==> src/design/dcfr_pkg.sv <==
`timescale 1ns / 1ps
// ----------------------------------------------------------------------------
// dcfr_pkg
// Shared types, codes and helper functions of the command frame receiver.
// ----------------------------------------------------------------------------
package dcfr_pkg;

    localparam int BUFFER_DEPTH_DEFAULT = 512;

    localparam int BYTE_W      = 8;
    localparam int POS_OUT_W   = 9;
    localparam int KIND_W      = 3;
    localparam int SIDE_W      = 2;
    localparam int CFG_INDEX_W = 4;
    localparam int CFG_DATA_W  = 8;

    localparam logic OP_BYTE    = 1'b0;
    localparam logic OP_RELEASE = 1'b1;

    localparam logic [CFG_INDEX_W-1:0] CFG_DROP_WHILE_PENDING    = CFG_INDEX_W'(0);
    localparam logic [CFG_INDEX_W-1:0] CFG_CAPTURE_SIDE_COMMANDS = CFG_INDEX_W'(1);

    localparam logic [BYTE_W-1:0] CHAR_DOLLAR  = 8'h24;
    localparam logic [BYTE_W-1:0] CHAR_HASH    = 8'h23;
    localparam logic [BYTE_W-1:0] CHAR_LBRACE  = 8'h7B;
    localparam logic [BYTE_W-1:0] CHAR_RBRACE  = 8'h7D;
    localparam logic [BYTE_W-1:0] CHAR_LT      = 8'h3C;
    localparam logic [BYTE_W-1:0] CHAR_GT      = 8'h3E;
    localparam logic [BYTE_W-1:0] CHAR_BANG    = 8'h21;
    localparam logic [BYTE_W-1:0] SIDE_CMD_ONE = 8'h01;
    localparam logic [BYTE_W-1:0] SIDE_CMD_TWO = 8'h02;

    localparam logic [KIND_W-1:0] KIND_IDLE   = 3'd0;
    localparam logic [KIND_W-1:0] KIND_DOLLAR = 3'd1;
    localparam logic [KIND_W-1:0] KIND_HASH   = 3'd2;
    localparam logic [KIND_W-1:0] KIND_BRACE  = 3'd3;
    localparam logic [KIND_W-1:0] KIND_ANGLE  = 3'd4;

    typedef enum logic [4:0] {
        ST_IDLE   = 5'b00001,
        ST_DOLLAR = 5'b00010,
        ST_HASH   = 5'b00100,
        ST_BRACE  = 5'b01000,
        ST_ANGLE  = 5'b10000
    } frame_state_t;

    typedef struct packed {
        frame_state_t            state;
        logic                    pending;
        logic [SIDE_W-1:0]       side;
    } ctrl_t;

    typedef struct packed {
        logic drop_while_pending;
        logic capture_side_commands;
    } cfg_t;

    typedef struct packed {
        logic                    byte_stored;
        logic [BYTE_W-1:0]       stored_byte;
        logic [POS_OUT_W-1:0]    stored_position;
        logic [KIND_W-1:0]       frame_kind;
        logic                    frame_end;
        logic                    frame_pending;
        logic [SIDE_W-1:0]       side_command;
    } result_t;

    function automatic frame_state_t start_state(input logic [BYTE_W-1:0] b);
        frame_state_t s;
        priority if (b == CHAR_DOLLAR) s = ST_DOLLAR;
        else if (b == CHAR_HASH)       s = ST_HASH;
        else if (b == CHAR_LBRACE)     s = ST_BRACE;
        else if (b == CHAR_LT)         s = ST_ANGLE;
        else                           s = ST_IDLE;
        return s;
    endfunction

    function automatic logic ends_frame(input frame_state_t s, input logic [BYTE_W-1:0] b);
        logic e;
        unique case (s)
            ST_DOLLAR: e = (b == CHAR_BANG);
            ST_HASH:   e = (b == CHAR_BANG);
            ST_BRACE:  e = (b == CHAR_RBRACE);
            ST_ANGLE:  e = (b == CHAR_GT);
            ST_IDLE:   e = 1'b0;
            default:   e = 1'b0;
        endcase
        return e;
    endfunction

    function automatic logic [KIND_W-1:0] kind_code(input frame_state_t s);
        logic [KIND_W-1:0] k;
        unique case (s)
            ST_DOLLAR: k = KIND_DOLLAR;
            ST_HASH:   k = KIND_HASH;
            ST_BRACE:  k = KIND_BRACE;
            ST_ANGLE:  k = KIND_ANGLE;
            ST_IDLE:   k = KIND_IDLE;
            default:   k = KIND_IDLE;
        endcase
        return k;
    endfunction

endpackage

==> src/design/dcfr_rx_if.sv <==
`timescale 1ns / 1ps
// ----------------------------------------------------------------------------
// dcfr_rx_if
// Input channel: received byte or release request.
// ----------------------------------------------------------------------------
interface dcfr_rx_if;
    logic                        valid;
    logic                        ready;
    logic                        operation;
    logic [dcfr_pkg::BYTE_W-1:0] rx_byte;

    modport source (output valid, output operation, output rx_byte, input ready);
    modport sink   (input valid, input operation, input rx_byte, output ready);
endinterface

==> src/design/dcfr_result_if.sv <==
`timescale 1ns / 1ps
// ----------------------------------------------------------------------------
// dcfr_result_if
// Result channel: one item per accepted input item.
// ----------------------------------------------------------------------------
interface dcfr_result_if;
    logic                           valid;
    logic                           ready;
    logic                           byte_stored;
    logic [dcfr_pkg::BYTE_W-1:0]    stored_byte;
    logic [dcfr_pkg::POS_OUT_W-1:0] stored_position;
    logic [dcfr_pkg::KIND_W-1:0]    frame_kind;
    logic                           frame_end;
    logic                           frame_pending;
    logic [dcfr_pkg::SIDE_W-1:0]    side_command;

    modport source (
        output valid, output byte_stored, output stored_byte, output stored_position,
        output frame_kind, output frame_end, output frame_pending, output side_command,
        input ready
    );
    modport sink (
        input valid, input byte_stored, input stored_byte, input stored_position,
        input frame_kind, input frame_end, input frame_pending, input side_command,
        output ready
    );
endinterface

==> src/design/dcfr_cfg_if.sv <==
`timescale 1ns / 1ps
// ----------------------------------------------------------------------------
// dcfr_cfg_if
// Configuration write channel: register index and write data.
// ----------------------------------------------------------------------------
interface dcfr_cfg_if;
    logic                             valid;
    logic                             ready;
    logic [dcfr_pkg::CFG_INDEX_W-1:0] index;
    logic [dcfr_pkg::CFG_DATA_W-1:0]  data;

    modport source (output valid, output index, output data, input ready);
    modport sink   (input valid, input index, input data, output ready);
endinterface

==> src/design/dcfr_frame_decoder.sv <==
`timescale 1ns / 1ps
// ----------------------------------------------------------------------------
// dcfr_frame_decoder
// Next-state and result logic for one received byte or release item.
// ----------------------------------------------------------------------------
module dcfr_frame_decoder #(
    parameter int BUFFER_DEPTH = dcfr_pkg::BUFFER_DEPTH_DEFAULT,
    parameter int POS_W        = (BUFFER_DEPTH > 1) ? $clog2(BUFFER_DEPTH) : 1
) (
    input  dcfr_pkg::cfg_t                 cfg,
    input  dcfr_pkg::ctrl_t                cur,
    input  logic [POS_W-1:0]               cur_pos,
    input  logic                           operation,
    input  logic [dcfr_pkg::BYTE_W-1:0]    rx_byte,
    output dcfr_pkg::ctrl_t                nxt,
    output logic [POS_W-1:0]               nxt_pos,
    output dcfr_pkg::result_t              res
);
    import dcfr_pkg::*;

    localparam logic [POS_W-1:0] POS_LAST = POS_W'(BUFFER_DEPTH - 1);

    frame_state_t      kind_sel;
    logic [POS_W-1:0]  pos_sel;
    logic [31:0]       cur_pos_wide;
    logic [31:0]       pos_sel_wide;

    assign cur_pos_wide = 32'(cur_pos);
    assign pos_sel_wide = 32'(pos_sel);

    always_comb
    begin
        nxt      = cur;
        nxt_pos  = cur_pos;
        kind_sel = cur.state;
        pos_sel  = cur_pos;
        res      = '0;
        res.stored_position = cur_pos_wide[POS_OUT_W-1:0];

        if (operation == OP_RELEASE)
        begin
            nxt.pending = 1'b0;
            nxt.state   = ST_IDLE;
        end
        else
        begin
            if (cfg.capture_side_commands && (rx_byte == SIDE_CMD_ONE || rx_byte == SIDE_CMD_TWO))
            begin
                nxt.side = rx_byte[SIDE_W-1:0];
            end

            if (!(cfg.drop_while_pending && cur.pending))
            begin
                priority if (rx_byte == CHAR_LT)
                begin
                    kind_sel = ST_ANGLE;
                    pos_sel  = '0;
                end
                else if (cur.state == ST_IDLE)
                begin
                    kind_sel = start_state(rx_byte);
                    pos_sel  = '0;
                end
                else
                begin
                    // inside a frame: keep kind and position
                    kind_sel = cur.state;
                    pos_sel  = cur_pos;
                end

                res.byte_stored     = 1'b1;
                res.stored_byte     = rx_byte;
                res.stored_position = pos_sel_wide[POS_OUT_W-1:0];

                if (ends_frame(kind_sel, rx_byte))
                begin
                    nxt.pending   = 1'b1;
                    res.frame_end = 1'b1;
                end

                nxt_pos   = (pos_sel == POS_LAST) ? '0 : pos_sel + POS_W'(1);
                nxt.state = kind_sel;
            end
        end

        res.frame_kind    = kind_code(nxt.state);
        res.frame_pending = nxt.pending;
        res.side_command  = nxt.side;
    end

endmodule

==> src/design/delimited_command_frame_receiver_core.sv <==
`timescale 1ns / 1ps
// ----------------------------------------------------------------------------
// delimited_command_frame_receiver_core
// Frames '$', '#', '{' and '<' delimited text commands from received bytes.
// ----------------------------------------------------------------------------
// the result is registered and appears in the cycle after the item is accepted
// throughput: one item per cycle while the result channel does not stall, set by the single registered state update
// the result register frees itself in the cycle its item is taken
// reset: asynchronous active-low; idle, no pending frame, position 0,
//   side command none, drop_while_pending 1, capture_side_commands 0
module delimited_command_frame_receiver_core #(
    parameter int BUFFER_DEPTH = dcfr_pkg::BUFFER_DEPTH_DEFAULT
) (
    input  logic        clk,
    input  logic        rst_n,
    dcfr_rx_if.sink     rx,
    dcfr_result_if.source result,
    dcfr_cfg_if.sink    cfg
);
    import dcfr_pkg::*;

    localparam int POS_W = (BUFFER_DEPTH > 1) ? $clog2(BUFFER_DEPTH) : 1;

    cfg_t              cfg_reg;
    ctrl_t             ctrl_reg;
    ctrl_t             ctrl_next;
    logic [POS_W-1:0]  pos_reg;
    logic [POS_W-1:0]  pos_next;
    result_t           res_next;
    result_t           res_reg;
    logic              out_valid_reg;
    logic              rx_accept;
    logic              cfg_accept;

    assign rx.ready   = !out_valid_reg || result.ready;
    assign rx_accept  = rx.valid && rx.ready;
    assign cfg.ready  = 1'b1;
    assign cfg_accept = cfg.valid && cfg.ready;

    dcfr_frame_decoder #(
        .BUFFER_DEPTH (BUFFER_DEPTH),
        .POS_W        (POS_W)
    ) u_decoder (
        .cfg       (cfg_reg),
        .cur       (ctrl_reg),
        .cur_pos   (pos_reg),
        .operation (rx.operation),
        .rx_byte   (rx.rx_byte),
        .nxt       (ctrl_next),
        .nxt_pos   (pos_next),
        .res       (res_next)
    );

    always_ff @(posedge clk or negedge rst_n)
    begin
        if (!rst_n)
        begin
            cfg_reg.drop_while_pending    <= 1'b1;
            cfg_reg.capture_side_commands <= 1'b0;
        end
        else if (cfg_accept)
        begin
            if (cfg.index == CFG_DROP_WHILE_PENDING)
            begin
                cfg_reg.drop_while_pending <= cfg.data[0];
            end
            else if (cfg.index == CFG_CAPTURE_SIDE_COMMANDS)
            begin
                cfg_reg.capture_side_commands <= cfg.data[0];
            end
        end
    end

    always_ff @(posedge clk or negedge rst_n)
    begin
        if (!rst_n)
        begin
            ctrl_reg.state   <= ST_IDLE;
            ctrl_reg.pending <= 1'b0;
            ctrl_reg.side    <= '0;
            pos_reg          <= '0;
            out_valid_reg    <= 1'b0;
        end
        else
        begin
            if (rx_accept)
            begin
                ctrl_reg      <= ctrl_next;
                pos_reg       <= pos_next;
                out_valid_reg <= 1'b1;
            end
            else if (result.ready)
            begin
                out_valid_reg <= 1'b0;
            end
        end
    end

    always_ff @(posedge clk)
    begin
        if (rx_accept)
        begin
            res_reg <= res_next;
        end
    end

    assign result.valid           = out_valid_reg;
    assign result.byte_stored     = res_reg.byte_stored;
    assign result.stored_byte     = res_reg.stored_byte;
    assign result.stored_position = res_reg.stored_position;
    assign result.frame_kind      = res_reg.frame_kind;
    assign result.frame_end       = res_reg.frame_end;
    assign result.frame_pending   = res_reg.frame_pending;
    assign result.side_command    = res_reg.side_command;

    // a completed frame always shows as pending in the same item
    a_end_implies_pending: assert property (@(posedge clk) disable iff (!rst_n)
        (result.valid && result.frame_end) |-> result.frame_pending)
        else $error("frame_end without frame_pending");

    // nothing stored means no byte and no frame end
    a_unstored_is_quiet: assert property (@(posedge clk) disable iff (!rst_n)
        (result.valid && !result.byte_stored) |-> (result.stored_byte == '0 && !result.frame_end))
        else $error("unstored item carries byte or frame end");

    // release item clears the flag and returns to idle
    a_release_clears: assert property (@(posedge clk) disable iff (!rst_n)
        (rx_accept && rx.operation == OP_RELEASE)
        |=> (!ctrl_reg.pending && ctrl_reg.state == ST_IDLE && result.frame_kind == KIND_IDLE))
        else $error("release did not clear frame state");

    // every accepted item is offered as a result in the next cycle
    a_accept_loads_result: assert property (@(posedge clk) disable iff (!rst_n)
        rx_accept |=> result.valid)
        else $error("accepted item produced no result");

endmodule
==> src/flat_wrapper.sv <==
// flat-port wrapper written by rule: the top's interface ports become plain ports
module delimited_command_frame_receiver_core_flat import dcfr_pkg::*;
#(
    parameter int BUFFER_DEPTH = dcfr_pkg::BUFFER_DEPTH_DEFAULT
)
  (clk, rst_n, rx_valid, rx_operation, rx_rx_byte, rx_ready, result_valid, result_byte_stored, result_stored_byte, result_stored_position, result_frame_kind, result_frame_end, result_frame_pending, result_side_command, result_ready, cfg_valid, cfg_index, cfg_data, cfg_ready);
  dcfr_rx_if rx_i ();
  dcfr_result_if result_i ();
  dcfr_cfg_if cfg_i ();
  input  logic clk;
  input  logic rst_n;
  input wire logic [$bits(rx_i.valid)-1:0] rx_valid;
  input wire logic [$bits(rx_i.operation)-1:0] rx_operation;
  input wire logic [$bits(rx_i.rx_byte)-1:0] rx_rx_byte;
  output wire logic [$bits(rx_i.ready)-1:0] rx_ready;
  output wire logic [$bits(result_i.valid)-1:0] result_valid;
  output wire logic [$bits(result_i.byte_stored)-1:0] result_byte_stored;
  output wire logic [$bits(result_i.stored_byte)-1:0] result_stored_byte;
  output wire logic [$bits(result_i.stored_position)-1:0] result_stored_position;
  output wire logic [$bits(result_i.frame_kind)-1:0] result_frame_kind;
  output wire logic [$bits(result_i.frame_end)-1:0] result_frame_end;
  output wire logic [$bits(result_i.frame_pending)-1:0] result_frame_pending;
  output wire logic [$bits(result_i.side_command)-1:0] result_side_command;
  input wire logic [$bits(result_i.ready)-1:0] result_ready;
  input wire logic [$bits(cfg_i.valid)-1:0] cfg_valid;
  input wire logic [$bits(cfg_i.index)-1:0] cfg_index;
  input wire logic [$bits(cfg_i.data)-1:0] cfg_data;
  output wire logic [$bits(cfg_i.ready)-1:0] cfg_ready;
  assign rx_i.valid = rx_valid;
  assign rx_i.operation = rx_operation;
  assign rx_i.rx_byte = rx_rx_byte;
  assign rx_ready = rx_i.ready;
  assign result_valid = result_i.valid;
  assign result_byte_stored = result_i.byte_stored;
  assign result_stored_byte = result_i.stored_byte;
  assign result_stored_position = result_i.stored_position;
  assign result_frame_kind = result_i.frame_kind;
  assign result_frame_end = result_i.frame_end;
  assign result_frame_pending = result_i.frame_pending;
  assign result_side_command = result_i.side_command;
  assign result_i.ready = result_ready;
  assign cfg_i.valid = cfg_valid;
  assign cfg_i.index = cfg_index;
  assign cfg_i.data = cfg_data;
  assign cfg_ready = cfg_i.ready;
  delimited_command_frame_receiver_core #(.BUFFER_DEPTH(BUFFER_DEPTH)) u_core (.clk(clk), .rst_n(rst_n), .rx(rx_i), .result(result_i), .cfg(cfg_i));
endmodule
==> config.mk <==
export PLATFORM = sky130hd
export DESIGN_NAME = delimited_command_frame_receiver_core_flat
export DESIGN_NICKNAME = d
export VERILOG_FILES = /design/src/design/dcfr_pkg.sv /design/src/design/dcfr_rx_if.sv /design/src/design/dcfr_result_if.sv /design/src/design/dcfr_cfg_if.sv /design/src/design/dcfr_frame_decoder.sv /design/src/design/delimited_command_frame_receiver_core.sv /design/src/flat_wrapper.sv
export SDC_FILE = /design/constraint.sdc
export NUM_CORES = 1
export LEC_CHECK = 0
export BUFFER_PORTS_ARGS = -buffer_cell sky130_fd_sc_hd__buf_2
export CAP_MARGIN = 20
export CORE_MARGIN = 5
export CORE_UTILIZATION = 33
export DETAILED_ROUTE_END_ITERATION = 12
export GPL_ROUTABILITY_DRIVEN = 0
export HOLD_SLACK_MARGIN = 0.08
export PLACE_DENSITY = 0.54
export SYNTH_ARGS = -nofsm -noshare
export SYNTH_HDL_FRONTEND = slang
export SYNTH_SLANG_ARGS = --single-unit
==> constraint.sdc <==
create_clock -name clk -period 3.07 [get_ports clk]
set_clock_uncertainty 0.05 [all_clocks]
set_input_delay 0.7675 -clock clk [delete_from_list [all_inputs] [get_ports clk]]
set_output_delay 0.7675 -clock clk [all_outputs]
set_load 0.03 [all_outputs]
==> flow_summary.json <==
{
  "outcome": "completed",
  "clk-insertion-delay-late_ns": 0.30,
  "largest_net_degree_at_the_start_of_global_routing": 23,
  "hpwlAfterDp_um": 3640,
  "worst_slew_margin_rel_pct": 56.7,
  "grt_pass1_vias": 1684,
  "cts.sinks": 45,
  "leakage_power_summed_over_all_cells_nw": 1.22,
  "rr_endpoint": "u_core.pos_reg[7]",
  "worst_slew_pin_slew_ns": 0.647,
  "rr_worst_depth": 11,
  "gr-usage-met2_pct": 18.3,
  "synth_enable_flop_cells": 25,
  "boundaryPins": 54,
  "dieHeight_um": 93.4,
  "routed_wl_um": 5000,
  "initial_utilization_pct": 33.8,
  "synth_largest_type_area_fraction_pct": 32.7,
  "grt_overflow": 0,
  "p_per_area_nw_per_um2": 476,
  "r2r_start": "u_core.ctrl_reg[7]",
  "wl_per_cell_um": 13.6,
  "post-route-min-period_ns": 2.84,
  "synthesis.instances": 208,
  "peakVddDrop_uv": 237,
  "fp.dieArea_sq_um": 8720,
  "hold_viol": 0,
  "numCtsBuffers": 5,
  "grt_setup_unrepaired": "no",
  "cp_data_required_time_ns": 3.24,
  "yosys.cell_types.count": 53,
  "setup-violations-final": 0,
  "cts.reportedPaths.clkPinSlew_ns": 0.09,
  "number_of_gates_resized_after_cts": 0,
  "ys_dominant_reg_cell": "sky130_fd_sc_hd__edfxtp_1",
  "post-cts-setup-buffer-count": 0,
  "cts_root_buf": "sky130_fd_sc_hd__clkbuf_8",
  "cts_tree": "done",
  "placementRows": 30,
  "fin_crit_sh_pct": 92.4,
  "die_w_um": 93.4,
  "cts.hold.buffers_added": 0,
  "startpoint": "u_core.ctrl_reg[7]",
  "global_route.peak_usage_layer": "met2",
  "grtUsageMet3_pct": 2.82,
  "synth_area_per_cell_sq_um": 11.0,
  "yosysTopAreaCell": "sky130_fd_sc_hd__edfxtp_1",
  "port_buffers": 45,
  "start_kind": "flip-flop",
  "delay_of_the_slowest_cell_on_the_worst_path_ns": 0.49,
  "core-area_sq_um": 6790,
  "crit_path_cell_trace": "nor4_4 -> a22oi_2 -> and2_4 -> ha_2 -> and3_4 -> and3_4 -> and4_1 -> ha_2 -> nand2b_4 -> or2_4 -> o31ai_1",
  "num-nets-final": 299,
  "report.final.slew_viol_count": 0,
  "fraction_of_final_layout_cells_with_drive_strength_greater_than_1_pct": 36.0,
  "regToRegSetupSlack_ns": 0.23,
  "cp.arrival_ns": 3.00,
  "grt_use_met1_pct": 16.4,
  "ctsLongestPathBuffers": 2,
  "design_power_total_mw": 1.39,
  "insertedDiodeCount": 0,
  "vias": 1754,
  "synth_top_cells_by_area": "sky130_fd_sc_hd__edfxtp_1 33%, sky130_fd_sc_hd__dfrtp_1 20%, sky130_fd_sc_hd__nand2_1 3.8%, sky130_fd_sc_hd__o21ai_1 3.7%, sky130_fd_sc_hd__nor2b_1 3.0%",
  "drtIter0Drc": 112,
  "hold_class": "input port to asynchronous set/reset pin",
  "netlist_area_before_placement_sq_um": 2290,
  "final.setup.tns_ns": 0,
  "yosys_warnings": 0,
  "synthArstFlopShare_pct": 44.4,
  "crit_type": "flip-flop to flip-flop",
  "yosys_register_bits": 45,
  "timing.critical_path.fanout_max": 7,
  "grt_use_total_pct": 12.0,
  "antenna_found_initial": 0,
  "fmax_achieved_ghz": 0.352,
  "detail_route.first_pass.iterations": 4,
  "mappedNetlistNets": 236,
  "synth_seq_area_share_pct": 54.6,
  "slowest_stage": "sky130_fd_sc_hd__dfrtp_1",
  "htree_num_levels": 2,
  "critical_path.endpoint": "u_core.pos_reg[7]",
  "remaining_drc_errors": 0,
  "drt.antenna.violating_nets": 0,
  "maxCapViolations": 0,
  "route.detailed.vias_per_inst": 4.77,
  "nFillCells": 645,
  "critPathCaptureType": "flip-flop",
  "synth_to_layout_area_growth_pct": 27.0,
  "grt_first_pass_wirelength_um": 8210
}
==> stage by stage <==
stage / setup slack, ns / hold WS [ns] / cell area, sq um / std cells / utilization, %
2_1_floorplan: -0.0121 / 0.390 / 2340 / 208 / -
3_3_place_gp: -0.0633 / 0.408 / 2780 / 360 / 40.9
3_5_place_dp: -0.0615 / 0.413 / 2780 / 360 / 40.9
4_1_cts: 0.229 / 0.377 / 2920 / 368 / 42.9
5_1_grt: 0.166 / 0.397 / 2920 / 368 / 42.9
6_report: 0.233 / 0.368 / 2920 / 368 / 42.9
==> worst min-delay path by stage <==
stage,startpoint,to,slack (ns),depth (start not counted)
6_report,rst_n,u_core.pos_reg[5],0.37,1
3_3_place_gp,u_core.ctrl_reg[1],u_core.ctrl_reg[1],0.41,2
5_1_grt,rst_n,u_core.pos_reg[2],0.40,1
3_5_place_dp,u_core.ctrl_reg[1],u_core.ctrl_reg[1],0.41,2
4_1_cts,rst_n,u_core.pos_reg[5],0.38,1
2_1_floorplan,u_core.ctrl_reg[1],u_core.ctrl_reg[1],0.39,2
==> critical path: cells and delay by family, from the launching register on <==
kind / cells / cell delay, ns
AO/OA/AOI/OAI: 2 / 0.35
adder cells (fa/ha/maj): 2 / 0.37
flip-flops: 1 / 0.49
AND/OR/NAND/NOR: 7 / 1.51
==> cell usage in the layout, fill, tap and decap left out, types with 3 or more instances in the layout <==
| cell | count |
|---|---|
| sky130_fd_sc_hd__and2_1 | 9 |
| sky130_fd_sc_hd__o21ai_1 | 17 |
| sky130_fd_sc_hd__xor2_1 | 3 |
| sky130_fd_sc_hd__buf_2 | 45 |
| sky130_fd_sc_hd__nand2_1 | 23 |
| sky130_fd_sc_hd__dfrtp_1 | 18 |
| sky130_fd_sc_hd__nor2_1 | 11 |
| sky130_fd_sc_hd__mux2_2 | 4 |
| sky130_fd_sc_hd__inv_1 | 3 |
| sky130_fd_sc_hd__nor3_1 | 5 |
| sky130_fd_sc_hd__edfxtp_1 | 25 |
| sky130_fd_sc_hd__nor2b_1 | 11 |
| sky130_fd_sc_hd__nand2b_1 | 8 |
| sky130_fd_sc_hd__nand4_1 | 3 |
| sky130_fd_sc_hd__buf_4 | 19 |
| sky130_fd_sc_hd__nor4_1 | 4 |
| sky130_fd_sc_hd__o31ai_1 | 3 |
| sky130_fd_sc_hd__clkbuf_8 | 5 |
| sky130_fd_sc_hd__a21oi_1 | 3 |
==> kinds of logic after synthesis <==
logic type               share of synthesized area [%]
AND/OR/NAND/NOR                                   26.6
buffers and inverters                             2.73
AO/OA/AOI/OAI                                     10.4
flip-flops                                        54.6
multiplexers                                      2.45
other                                            0.163
adder cells (fa/ha/maj)                           1.09
XOR/XNOR                                          1.91
==> cell usage after synthesis (all sizes together), types with 2 or more instances <==
library cell  count
a21oi             3
a22oi             2
a41oi             2
and2             10
and3              4
buf               4
clkbuf            4
dfrtp            18
dfstp             2
edfxtp           25
ha                2
inv               5
mux2              5
nand2            23
nand2b            9
nand3             2
nand3b            2
nand4             3
nor2             12
nor2b            11
nor3              6
nor3b             3
nor4              6
nor4b             3
o21ai            20
o31ai             3
xnor2             2
xor2              3
==> final cells by class <==
class	count	area (sq um)	share of cell area, %
Timing Repair Buffer	64	368	12.6
Clock inverter	3	65.1	2.23
Multi-Input combinational cell	150	1020	35.0
Tap cell	96	120	4.12
Inverter	5	18.8	0.644
Sequential cell	45	1250	43.0
Clock buffer	5	68.8	2.36
==> power by group <==
| part | internal (mW) | switching [mW] |
|---|---|---|
| clock network | 0.323 | 0.205 |
| logic | 0.0606 | 0.113 |
| registers | 0.672 | 0.0134 |
==> layer usage <==
metal	vias up	wire length, um
met4	0	84
met1	811	2390
met3	8	316
met2	56	2210
li1	879	-
met5	-	0
Note: power is estimated with default switching activity, not from simulation.
